<file path="src/sv/wmm_pkg.sv">
// Shared types and constants of the weighted median tracker.
package wmm_pkg;

    localparam int CAPACITY_DEF = 256;
    localparam int KEY_W        = 24;
    localparam int WT_W         = 16;
    localparam int EW_W         = 24;
    localparam int MED_W        = 25;
    localparam int MAD_W        = 32;
    localparam int ST_W         = 2;
    localparam int MAD_FRAC     = 7;

    localparam logic [ST_W-1:0] ST_OK        = 2'd0;
    localparam logic [ST_W-1:0] ST_NOT_FOUND = 2'd1;
    localparam logic [ST_W-1:0] ST_UNDERFLOW = 2'd2;
    localparam logic [ST_W-1:0] ST_FULL      = 2'd3;

    localparam logic [EW_W-1:0] ENTRY_WT_MAX = {EW_W{1'b1}};

    localparam logic ACT_INSERT = 1'b0;
    localparam logic ACT_ERASE  = 1'b1;

    typedef enum logic [4:0] {
        OP_NONE,
        OP_LOAD,
        OP_S_RD,
        OP_S_EX,
        OP_DECIDE,
        OP_I_RD,
        OP_I_WR,
        OP_X_RD,
        OP_X_WR,
        OP_M_INIT,
        OP_M_RD,
        OP_M_EX,
        OP_D_RD,
        OP_D_MUL,
        OP_D_ACC,
        OP_V_INIT,
        OP_V_STEP,
        OP_OUT
    } t_op;

    typedef struct packed {
        t_op  op;
        logic in_ready;
    } t_cmd;

    typedef struct packed {
        logic idx_end;
        logic key_ge;
        logic need_ins;
        logic need_del;
        logic idx_eq_pos;
        logic idx_last;
        logic tot_zero;
        logic med_hit;
        logic div_last;
        logic out_free;
    } t_stat;

endpackage

</file>
<file path="src/sv/wmm_ctrl.sv">
// Sequencing state machine of the weighted median tracker.
module wmm_ctrl import wmm_pkg::*; (
    input  logic  i_clk,
    input  logic  i_rst_n,
    input  logic  i_in_valid,
    input  t_stat i_stat,
    output t_cmd  o_cmd
);
    typedef enum logic [4:0] {
        S_IDLE, S_SRD, S_SEX, S_DEC, S_IRD, S_IWR, S_XRD, S_XWR,
        S_MINIT, S_MRD, S_MEX, S_DRD, S_DMUL, S_DACC, S_VINIT, S_VSTEP, S_OUT
    } t_state;

    t_state r_state, n_state;

    always_ff @(posedge i_clk) begin
        if (!i_rst_n) begin
            r_state <= S_IDLE;
        end else begin
            r_state <= n_state;
        end
    end

    always_comb begin
        n_state        = r_state;
        o_cmd.op       = OP_NONE;
        o_cmd.in_ready = 1'b0;
        unique case (r_state)
            S_IDLE: begin
                o_cmd.in_ready = 1'b1;
                if (i_in_valid) begin
                    o_cmd.op = OP_LOAD;
                    n_state  = S_SRD;
                end
            end
            S_SRD: begin
                o_cmd.op = OP_S_RD;
                n_state  = i_stat.idx_end ? S_DEC : S_SEX;
            end
            S_SEX: begin
                o_cmd.op = OP_S_EX;
                n_state  = i_stat.key_ge ? S_DEC : S_SRD;
            end
            S_DEC: begin
                o_cmd.op = OP_DECIDE;
                priority if (i_stat.need_ins) n_state = S_IRD;
                else if (i_stat.need_del)     n_state = S_XRD;
                else                          n_state = S_MINIT;
            end
            S_IRD: begin
                o_cmd.op = OP_I_RD;
                n_state  = i_stat.idx_eq_pos ? S_MINIT : S_IWR;
            end
            S_IWR: begin
                o_cmd.op = OP_I_WR;
                n_state  = S_IRD;
            end
            S_XRD: begin
                o_cmd.op = OP_X_RD;
                n_state  = i_stat.idx_last ? S_MINIT : S_XWR;
            end
            S_XWR: begin
                o_cmd.op = OP_X_WR;
                n_state  = S_XRD;
            end
            S_MINIT: begin
                o_cmd.op = OP_M_INIT;
                n_state  = i_stat.tot_zero ? S_OUT : S_MRD;
            end
            S_MRD: begin
                o_cmd.op = OP_M_RD;
                n_state  = S_MEX;
            end
            S_MEX: begin
                o_cmd.op = OP_M_EX;
                n_state  = i_stat.med_hit ? S_DRD : S_MRD;
            end
            S_DRD: begin
                o_cmd.op = OP_D_RD;
                n_state  = i_stat.idx_end ? S_VINIT : S_DMUL;
            end
            S_DMUL: begin
                o_cmd.op = OP_D_MUL;
                n_state  = S_DACC;
            end
            S_DACC: begin
                o_cmd.op = OP_D_ACC;
                n_state  = S_DRD;
            end
            S_VINIT: begin
                o_cmd.op = OP_V_INIT;
                n_state  = S_VSTEP;
            end
            S_VSTEP: begin
                o_cmd.op = OP_V_STEP;
                n_state  = i_stat.div_last ? S_OUT : S_VSTEP;
            end
            S_OUT: begin
                o_cmd.op = OP_OUT;
                n_state  = i_stat.out_free ? S_IDLE : S_OUT;
            end
            default: n_state = S_IDLE;
        endcase
    end
endmodule

</file>
<file path="config.mk">
export PLATFORM = sky130hd
export DESIGN_NAME = wmm_ctrl
export DESIGN_NICKNAME = d
export VERILOG_FILES = /design/src/sv/wmm_pkg.sv /design/src/sv/wmm_ctrl.sv
export SDC_FILE = /design/constraint.sdc
export NUM_CORES = 1
export LEC_CHECK = 0
export BUFFER_PORTS_ARGS = -buffer_cell sky130_fd_sc_hd__buf_2
export CAP_MARGIN = 30
export CELL_PAD_IN_SITES_DETAIL_PLACEMENT = 1
export CELL_PAD_IN_SITES_GLOBAL_PLACEMENT = 2
export CORE_MARGIN = 2
export CORE_UTILIZATION = 24
export DETAILED_ROUTE_END_ITERATION = 16
export GPL_TIMING_DRIVEN = 0
export PLACE_DENSITY = 0.72
export SLEW_MARGIN = 10
export SYNTH_ARGS = -nofsm -noshare
export SYNTH_HDL_FRONTEND = slang
export SYNTH_SLANG_ARGS = --single-unit
</file>
<file path="constraint.sdc">
create_clock -name i_clk -period 1.16 [get_ports i_clk]
set_input_delay 0.232 -clock i_clk [delete_from_list [all_inputs] [get_ports i_clk]]
set_output_delay 0.232 -clock i_clk [all_outputs]
set_load 0.01 [all_outputs]
</file>
==> reports/metrics.cfg, run 1 <==
[cells_and_area]
fin_nets = 137
n_antenna_cell = 0
fin_area_um2 = 1030
syn2layout_area_growth_pct = 68.2
largest_reg_flops = 5
top_regs = r_state (5)
regMostFlops = r_state
drive_above_1_share_pct = 54.5

[global_route]
grt-ovfl-total = 0
antenna_found_initial = 0
grt_usage_pct = 17.0
grt_max_degree = 11
grt_first_pass_wirelength_um = 3530
grt_pass1_vias = 743

[synth]
synth_top_family_by_area = simple AND/OR/NAND/NOR gates
synth-seq-cells = 5
synthFlopType = dfxtp_1
synth-simple-area-share_pct = 34.8
netlist_area_um2 = 611
avgSynthCellArea_um2 = 7.36
syn-num-nets = 96
yosysWarnings = 0
yosys.area_share.adder_pct = 0
yosysSeqAreaShare_pct = 16.4
postSynth.asyncResetShare_pct = 0
ys_types = 36
synth_compound_area_share_pct = 28.3
synth-xor-area-share_pct = 4.30
synth_edf_count = 0
syn_inst = 83
synth_mux_area_share_pct = 4.92

[clocking]
tritoncts = yes
insertion_delay_ns = 0.24
clk_path_buf_depth = 2
cts_hold_buffers = 0
numCtsBuffers = 3
cts_sinks = 5
clk_pin_slew_ns = 0.04
htreeDepth = 1
cts-root-buf = clkbuf_4

[die]
io_pins = 19
start_util_pct = 24.9
die_y_um = 54.4
num_rows = 18
die_w_um = 54.4
coreArea_um2 = 2450
dieArea_um2 = 2960

[sta]
drv_slew = 0
holdWs_ns = 0.305
worst_slack_ns = -0.336
fin_crit_ns = 1.50
setup_violations = 11
max_freq_mhz = 668
hold_violations = 0
finClkSkew_ns = 0.000479
rsz0062_at_grt = true
fin_crit_sh_pct = 129
worst_slew_pin_slew_ns = 0.340
max_slew_margin_pct = 77.3

[placed_design]
numPortBuffers = 18
routabilityCongestion = 0.795
dp_hpwl_um = 1470
place_area_um2 = 777

[detailed_routing]
num_vias = 768
drtIter0Drc = 3
drtPass1Iterations = 4
drc_errors = 0
ant_nets = 0
via_per_inst = 5.02
wl_um = 2320
wire_per_inst_um = 15.2

[power_and_ir_drop]
power.density_nw_per_um2 = 732
p_leak_uw = 0.000435
power_uw = 752
irDropWorstVdd_uv = 713

[setup_path]
crit_chain = buf_6 > nor4_4 > nand2_1 > o21ai_1 > buf_2
slowest_stage = dfxtp_1
criticalPathCategory = reg -> out
cp.arrival_ns = 1.26
cpLargestDelayFamily = simple AND/OR/NAND/NOR gates
path_buf_inv = 2
max_stage_delay_ns = 0.30
cp-end-kind = output port
cp_max_fo = 6
cp-start-kind = flop
required_ns = 0.93

[worst_hold_path]
hp-class = in -> reg

[status]
violations = setup timing
outcome = finished, violations left

[flow_run]
drv_cap = 0

[report_power, final]
| part | switching, µW | leakage (µW) | internal (µW) | total (µW) |
|---|---|---|---|---|
| registers | 5.57 | 0.0000433 | 178 | 184 |
| logic | 179 | 0.000377 | 189 | 368 |
| clock network | 70.9 | 0.0000150 | 130 | 201 |
[final timing paths]
kind | cells past startpoint | to | slack (ns) | start
setup / recovery | 5 | o_cmd[5] | -0.34 | r_state[0]
hold / removal | 3 | r_state[4] | 0.31 | i_stat[1]
setup reg to reg | 6 | r_state[0] | -0.29 | r_state[0]
hold reg to reg | 3 | r_state[4] | 0.71 | r_state[3]
[worst reg2reg max path, stage by stage, from the launching register on]
cell     delay, ns
dfxtp_1       0.30
buf_6         0.13
nor4_4        0.27
buf_4         0.15
mux2i_1       0.20
nand2_2       0.13
a31oi_1       0.20
[kinds of logic (layout without fill, tap and decap cells)]
group / count (synthesis) / after routing
buffers and inverters: 11 / 51
multiplexers: 3 / 3
XOR/XNOR: 3 / 3
flip-flops: 5 / 5
AO/OA/AOI/OAI: 23 / 23
AND/OR/NAND/NOR: 38 / 38
[Yosys cell counts, types with 2 or more instances]
library cell	count	area [µm²]
buf_4	2	15.0
o21bai_1	3	22.5
nor2_1	8	30.0
buf_6	2	22.5
a21oi_1	2	10.0
dfxtp_1	5	100
buf_2	4	20.0
xnor2_1	2	17.5
a31oi_1	6	37.5
nand2b_1	3	18.8
o211ai_1	2	15.0
mux2i_1	3	30.0
nand3_1	2	10.0
nor3_1	5	25.0
nor4_1	2	12.5
nor2b_1	4	25.0
nand2_1	7	26.3
inv_1	3	11.3
[placed cells by master (no fill, tap or decap), types with 2 or more instances in the layout]
| cell type | count |
|---|---|
| buf_2 | 18 |
| nor2b_1 | 4 |
| nor4_1 | 2 |
| mux2i_1 | 3 |
| dfxtp_2 | 2 |
| clkbuf_4 | 3 |
| inv_1 | 2 |
| buf_8 | 4 |
| nor2_1 | 7 |
| dfxtp_4 | 2 |
| nor3_1 | 3 |
| nand2_2 | 2 |
| buf_4 | 17 |
| nor3_2 | 2 |
| xnor2_1 | 2 |
| buf_6 | 4 |
| nand2_1 | 4 |
| o211ai_1 | 2 |
| nand2b_1 | 2 |
| a31oi_1 | 5 |
| o21bai_1 | 3 |
[what timing repair did]
action / in CTS / in global routing
endpoints found under the setup margin: 11 / 11
pin swaps: 4 / 6
setup buffers: 12 / 7
resized for setup: 19 / 5
[through the flow]
stage                     setup TNS [ns]  cells  worst slack [ns]  util (%)
after global placement             -1.72    131            -0.241      31.7
after CTS                          -3.22    147            -0.356      39.5
after detailed placement           -1.85    131            -0.282      31.7
after global routing               -3.85    153            -0.404      41.8
after floorplan                   -0.309     83           -0.0464         -
final                              -3.04    153            -0.336      41.8
[layer usage]
| layer | part of all wire, % | vias to the layer above | wire length [µm] | GRT usage [%] |
|---|---|---|---|---|
| met2 | 50 | 19 | 1150 | 28.9 |
| met1 | 44 | 360 | 1020 | 20.7 |
| met4 | 1.8 | 0 | 42 | 5.42 |
| met5 | 0 | - | 0 | 0 |
| met3 | 4.7 | 6 | 108 | 4.64 |
| li1 | - | 383 | - | - |
[area by class of cell]
class | instances | area, µm²
flip-flops and latches | 5 | 110
fillers | 302 | 1430
plain buffers | 7 | 90.1
inverters | 3 | 16.3
multi-input cells | 67 | 494
well taps | 30 | 37.5
repair buffers | 37 | 253
clock buffers | 4 | 26.3
Power figures use the tool's default switching activity.
==> run 2: changes to the inputs <==
- REMOVE_ABC_BUFFERS: unset -> 1
- SLEW_MARGIN: 10 -> 20
==> reports/metrics.cfg, run 2 (synthesis results as in run 1) <==
[placed_design]
numPortBuffers = 18  ; unchanged
dp_hpwl_um = 1230  ; -16%
routabilityCongestion = 0.766  ; -3.7%
place_area_um2 = 681  ; -12%

[setup_path]
ff2ff_setup_slack_ns = -0.29  ; about the same
cp-start-kind = flop
reg2regPathDepth = 6  ; unchanged
criticalPathCategory = reg -> out
cp-end-kind = output port
cpLargestDelayFamily = flip-flops
crit_chain = nand2b_1 > o21ai_1 > buf_2
r2r_end = r_state[0]
cp_max_fo = 16  ; +10
path_depth = 3  ; -2
cp.arrival_ns = 1.26  ; about the same
critPathCapture = o_cmd[5]
rr_startpoint = r_state[3]
max_stage_delay_ns = 0.47  ; +0.17 ns
crit_start = r_state[4]
path_buf_inv = 1  ; -1
required_ns = 0.93  ; about the same
slowest_stage = dfxtp_4

[detailed_routing]
wire_per_inst_um = 15.0  ; -0.94%
num_vias = 729  ; -5.1%
ant_nets = 0  ; unchanged
drtIter0Drc = 8  ; +5
drtPass1Iterations = 4  ; unchanged
via_per_inst = 5.03  ; +0.16%
wl_um = 2180  ; -6.1%
drc_errors = 0  ; unchanged

[sta]
worst_slack_ns = -0.332  ; +0.00421 ns
max_slew_margin_pct = 78.1  ; +0.82 points
rsz0062_at_grt = true
fin_tns_setup_ns = -2.70  ; +0.343 ns
setup_violations = 11  ; unchanged
drv_slew = 0  ; unchanged
worst_slew_pin_slew_ns = 0.329  ; -0.0110 ns
finClkSkew_ns = 0.00921  ; +0.00874 ns
fin_crit_ns = 1.49  ; -0.00421 ns
max_freq_mhz = 670  ; +0.28%
hold_violations = 0  ; unchanged
fin_crit_sh_pct = 129  ; -0.36 points

[clocking]
clk_path_buf_depth = 2  ; unchanged
cts_hold_buffers = 0  ; unchanged
clk_pin_slew_ns = 0.05  ; about the same
numCtsBuffers = 3  ; unchanged
cts_sinks = 5  ; unchanged
htreeDepth = 1  ; unchanged
insertion_delay_ns = 0.25  ; about the same
tritoncts = yes
cts-root-buf = clkbuf_4

[global_route]
antenna_found_initial = 0  ; unchanged
grt_pass1_vias = 669  ; -10%
grt_max_degree = 17  ; +6
grt_usage_pct = 15.3  ; -1.8 points
grt_first_pass_wirelength_um = 3230  ; -8.6%
grt-ovfl-total = 0  ; unchanged

[cells_and_area]
drive_above_1_share_pct = 53.9  ; -0.56 points
syn2layout_area_growth_pct = 55.7
fillers = 313  ; +3.6%
layout_common_cells = buf_2 (18), buf_4 (12), nor2_1 (7)
regMostFlops = r_state
mostFrequentLayoutCell = buf_2
largest_reg_flops = 5  ; unchanged
fin_nets = 129  ; -5.8%
fin_area_um2 = 951  ; -7.4%
n_antenna_cell = 0  ; unchanged
top_regs = r_state (5)

[power_and_ir_drop]
power_uw = 728  ; -3.1%
irDropWorstVdd_uv = 438  ; -39%
p_leak_uw = 0.000386  ; -11%
power.density_nw_per_um2 = 766  ; +4.7%

[die]
io_pins = 19  ; unchanged
num_rows = 18  ; unchanged
coreArea_um2 = 2450  ; unchanged
dieArea_um2 = 2960  ; unchanged
start_util_pct = 24.9  ; unchanged
die_w_um = 54.4  ; unchanged
die_y_um = 54.4  ; unchanged

[status]
violations = setup timing
outcome = finished, violations left

[worst_hold_path]
hp-class = in -> reg
hold_path_depth = 3  ; unchanged

[flow_run]
drv_cap = 0  ; unchanged

-- run 2: changes by cell type in the layout (fill, tap and decap cells not counted), sizes merged --
cell / change
buf: -9
clkbuf: +1
clkinvlp: +1
inv: -1
-- run 2: timing repair --
action / 4_1_cts / 5_1_grt
buffers inserted: 12 / 6
resized for setup: 22 / 12
hold endpoints to repair: 0 / 0
setup endpoints to repair: 11 / 11
pin swaps: 3 / 10
-- run 2: how the worst min path moves through the flow --
| stage | start | endpoint |
|---|---|---|
| 6_report | i_stat[0] | r_state[4] |
| 2_1_floorplan | i_stat[1] | r_state[4] |
| 5_1_grt | i_stat[0] | r_state[4] |
| 3_3_place_gp | i_stat[0] | r_state[4] |
| 3_5_place_dp | i_stat[0] | r_state[4] |
| 4_1_cts | i_stat[0] | r_state[4] |
-- run 2: layout make-up --
type	count	area, µm²	share of cell area, %
clock buffers	4	26.3	2.76
well taps	30	37.5	3.95
multi-input cells	67	508	53.4
flip-flops and latches	5	119	12.5
inverters	3	15.0	1.58
repair buffers	36	245	25.8
-- run 2: worst reg2reg max path, stage by stage (launching register included) --
cell and delay [ns]:
dfxtp_4 0.36, buf_8 0.13, buf_6 0.12, or3b_4 0.36
a21oi_2 0.14, o21bai_1 0.10, a31oi_1 0.16
-- run 2: through the flow --
step | hold WS, ns | setup WS, ns | std cells | utilization [%]
2_1_floorplan | 0.390 | -0.385 | 75 | -
3_3_place_gp | 0.531 | -0.615 | 123 | 27.7
3_5_place_dp | 0.544 | -0.664 | 123 | 27.7
4_1_cts | 0.272 | -0.390 | 139 | 35.0
5_1_grt | 0.298 | -0.399 | 145 | 38.7
6_report | 0.269 | -0.332 | 145 | 38.7
-- run 2: power breakdown --
group | switching, µW | internal (µW)
Combinational | 158 | 164
Sequential | 19.0 | 176
Clock | 81.4 | 131
-- run 2: per-layer routing --
metal / GRT usage [%] / vias up / wire length (µm) / part of all wire (%)
met5: 0 / - / 0 / 0
met4: 1.25 / 0 / 19 / 0.87
met3: 4.37 / 2 / 116 / 5.3
met2: 24.7 / 26 / 1090 / 50
met1: 20.8 / 330 / 952 / 44
li1: - / 371 / - / -
==> run 3: changes to the inputs <==
- ABC_AREA: unset -> 1
- CORE_ASPECT_RATIO: unset -> 0.5
- CORE_UTILIZATION: 24 -> 20
- PLACE_DENSITY: 0.72 -> 0.7
==> reports/metrics.cfg, run 3 <==
[status]
outcome = finished, violations left
violations = setup timing

[clocking]
cts_sinks = 5  ; unchanged
cts-root-buf = clkbuf_8
htreeDepth = 1  ; unchanged
tritoncts = yes
insertion_delay_ns = 0.22  ; -0.03 ns
clk_pin_slew_ns = 0.04  ; about the same
cts_hold_buffers = 0  ; unchanged
numCtsBuffers = 3  ; unchanged
clk_path_buf_depth = 2  ; unchanged

[power_and_ir_drop]
p_leak_uw = 0.000548  ; +42%
p_int_uw = 657  ; +40%
power.switching_uw = 390  ; +51%
sw_frac_of_total_pct = 37.3  ; +1.8 points
combPwrFrac_pct = 46.6  ; +2.5 points
irDropWorstVdd_uv = 378  ; -14%
pwr-share-clk_pct = 31.7  ; +2.6 points
power.density_nw_per_um2 = 1050  ; +38%
sequentialPowerShare_pct = 21.8  ; -4.9 points

[die]
die_w_um = 81.3  ; +49%
coreArea_um2 = 2720  ; +11%
dieArea_um2 = 3460  ; +17%
io_pins = 19  ; unchanged
start_util_pct = 22.0  ; -2.9 points
die_y_um = 42.6  ; -22%
num_rows = 13  ; -5

[detailed_routing]
via_per_inst = 4.40  ; -13%
drtIter0Drc = 16  ; +8
wire_per_inst_um = 12.4  ; -18%
drtPass1Iterations = 4  ; unchanged
wl_um = 2280  ; +4.5%
ant_nets = 0  ; unchanged
num_vias = 809  ; +11%
drc_errors = 0  ; unchanged

[global_route]
grt_pass1_vias = 784  ; +17%
grt_max_degree = 8  ; -9
grt_usage_pct = 15.1  ; -0.19 points
antenna_found_initial = 0  ; unchanged
grt-ovfl-total = 0  ; unchanged
grt_first_pass_wirelength_um = 3860  ; +19%

[setup_path]
cp_max_fo = 5  ; -11
crit_chain = inv_4 > nand2_4 > buf_4 > nor2_4 > nand2_1 > o2111ai_1 > buf_2
cp-end-kind = output port
slowest_stage = dfxtp_4
ff2ff_setup_slack_ns = -0.17  ; +0.12 ns
required_ns = 0.93  ; about the same
cp-start-kind = flop
max_stage_delay_ns = 0.37  ; -0.10 ns
cp.arrival_ns = 1.28  ; +0.02 ns
path_buf_inv = 3  ; +2
criticalPathCategory = reg -> out
cpLargestDelayFamily = buffers and inverters

[synth]
yosysMostFrequentCell = nand2_1
synth_top_area_share_pct = 22.6  ; +6.2 points
synth-seq-cells = 5  ; unchanged
synthFlopType = dfxtp_1
avgSynthCellArea_um2 = 5.28  ; -28%
yosysWarnings = 0  ; unchanged
synth_common_cells = nand2_1 (36), inv_1 (20), nor2_1 (17)
syn_inst = 113  ; +36%
synth_edf_count = 0  ; unchanged
synth_top_area_cell = nand2_1
yosysSeqAreaShare_pct = 16.8  ; +0.38 points
ys_types = 19  ; -47%
postSynth.asyncResetShare_pct = 0  ; unchanged
ys_top_cells_by_area = nand2_1 (23%), dfxtp_1 (17%), inv_1 (13%), nor2_1 (11%), nor2_2 (5.2%)
netlist_area_um2 = 597  ; -2.3%

[cells_and_area]
final_core_util_pct = 36.6  ; -2.2 points
drive_above_1_share_pct = 44.2  ; -9.7 points
fin_nets = 161  ; +25%
fin_area_um2 = 993  ; +4.5%
fillers = 381  ; +22%
seq_area_um2 = 116  ; -2.1%
multi_input_area_um2 = 488  ; -3.9%
mostFrequentLayoutCell = nand2_1
layout_common_cells = nand2_1 (31), inv_1 (17), buf_2 (16)
largest_reg_flops = 5  ; unchanged
syn2layout_area_growth_pct = 66.5
top_regs = r_state (5)
n_antenna_cell = 0  ; unchanged
regMostFlops = r_state

[placed_design]
dp_hpwl_um = 1800  ; +46%
routabilityCongestion = 0.812  ; +6.0%
place_area_um2 = 733  ; +7.7%
numPortBuffers = 18  ; unchanged

[sta]
rsz0062_at_grt = true
setup_violations = 10  ; -1
max_slew_margin_pct = 83.4  ; +5.3 points
drv_slew = 0  ; unchanged
worst_slew_pin_slew_ns = 0.248  ; -0.0807 ns
finClkSkew_ns = 0.00129  ; -0.00793 ns
hold_violations = 0  ; unchanged
fin_crit_ns = 1.52  ; +0.0230 ns
max_freq_mhz = 660  ; -1.5%
fin_crit_sh_pct = 131  ; +2.0 points
worst_slack_ns = -0.355  ; -0.0230 ns

[worst_hold_path]
hp-class = in -> reg

[flow_run]
drv_cap = 0  ; unchanged

## run 3: cell types whose count changed in the layout (fill, tap and decap cells not counted), moves of 4 or more
cell / previous run / this run
buf_4: 12 / 7
nand2_1: 4 / 31
nand2_2: 2 / 7
nor2_4: 1 / 7
nor2_2: 0 / 4
a31oi_1: 6 / 0
inv_1: 2 / 17
nor2_1: 7 / 13
a21oi_1: 0 / 4
## run 3: worst paths after layout
kind / cells after the start / end / startpoint
worst max-delay path: 7 / o_cmd[1] / r_state[2]
worst min-delay path: 3 / r_state[4] / i_rst_n
worst max register to register: 9 / r_state[3] / r_state[0]
worst min register to register: 5 / r_state[0] / r_state[4]
## run 3: power groups by stage
stage	Sequential (µW)	Clock (µW)	Combinational, µW
final	228	332	488
after global routing	230	367	538
after CTS	227	341	467
after detailed placement	216	0	332
after global placement	216	0	327
after floorplan	210	0	221
## run 3: kinds of logic after synthesis
kind of cell    after synthesis  share of synthesized area (%)
flops                         5                           16.8
buf+inv                      21                           13.2
simple gates                 76                           59.1
compound gates               11                           10.9
## run 3: through the flow
stage                     hold WS (ns)  TNS (ns)  cells  setup slack [ns]  total power, µW
after CTS                        0.265     -1.87    183            -0.342             1040
final                            0.265     -2.11    184            -0.355             1050
after global routing             0.316     -3.08    184            -0.425             1140
after global placement           0.488     -1.90    168            -0.335              543
after floorplan                  0.356   -0.0793    113           -0.0388              431
after detailed placement         0.494     -1.82    168            -0.326              548
## run 3: what timing repair did
action,4_1_cts,5_1_grt
gates resized for setup,39,3
buffers inserted,12,3
endpoints found under the setup margin,11,11
gates cloned,0,0
pin swaps,16,11
## run 3: final cells by class
| class | instances | area share, % |
|---|---|---|
| clock buffers | 4 | 4.53 |
| inverters | 21 | 8.69 |
| multi-input cells | 87 | 49.1 |
| flip-flops and latches | 5 | 11.7 |
| well taps | 37 | 4.66 |
| repair buffers | 30 | 21.3 |
## run 3: worst register-to-register path: cells and delay by family (launching register included)
family          cells  cell delay (ns)
compound gates      1             0.10
simple gates        6             0.55
buf+inv             2             0.24
flops               1             0.36
## run 3: layer usage
metal  vias up  global-route usage [%]  wire, µm
met5         -                       0         0
met4         0                    2.03         0
met3         0                    2.59        86
met2        14                    22.8      1020
met1       371                    22.5      1170
li1        424                       -         -
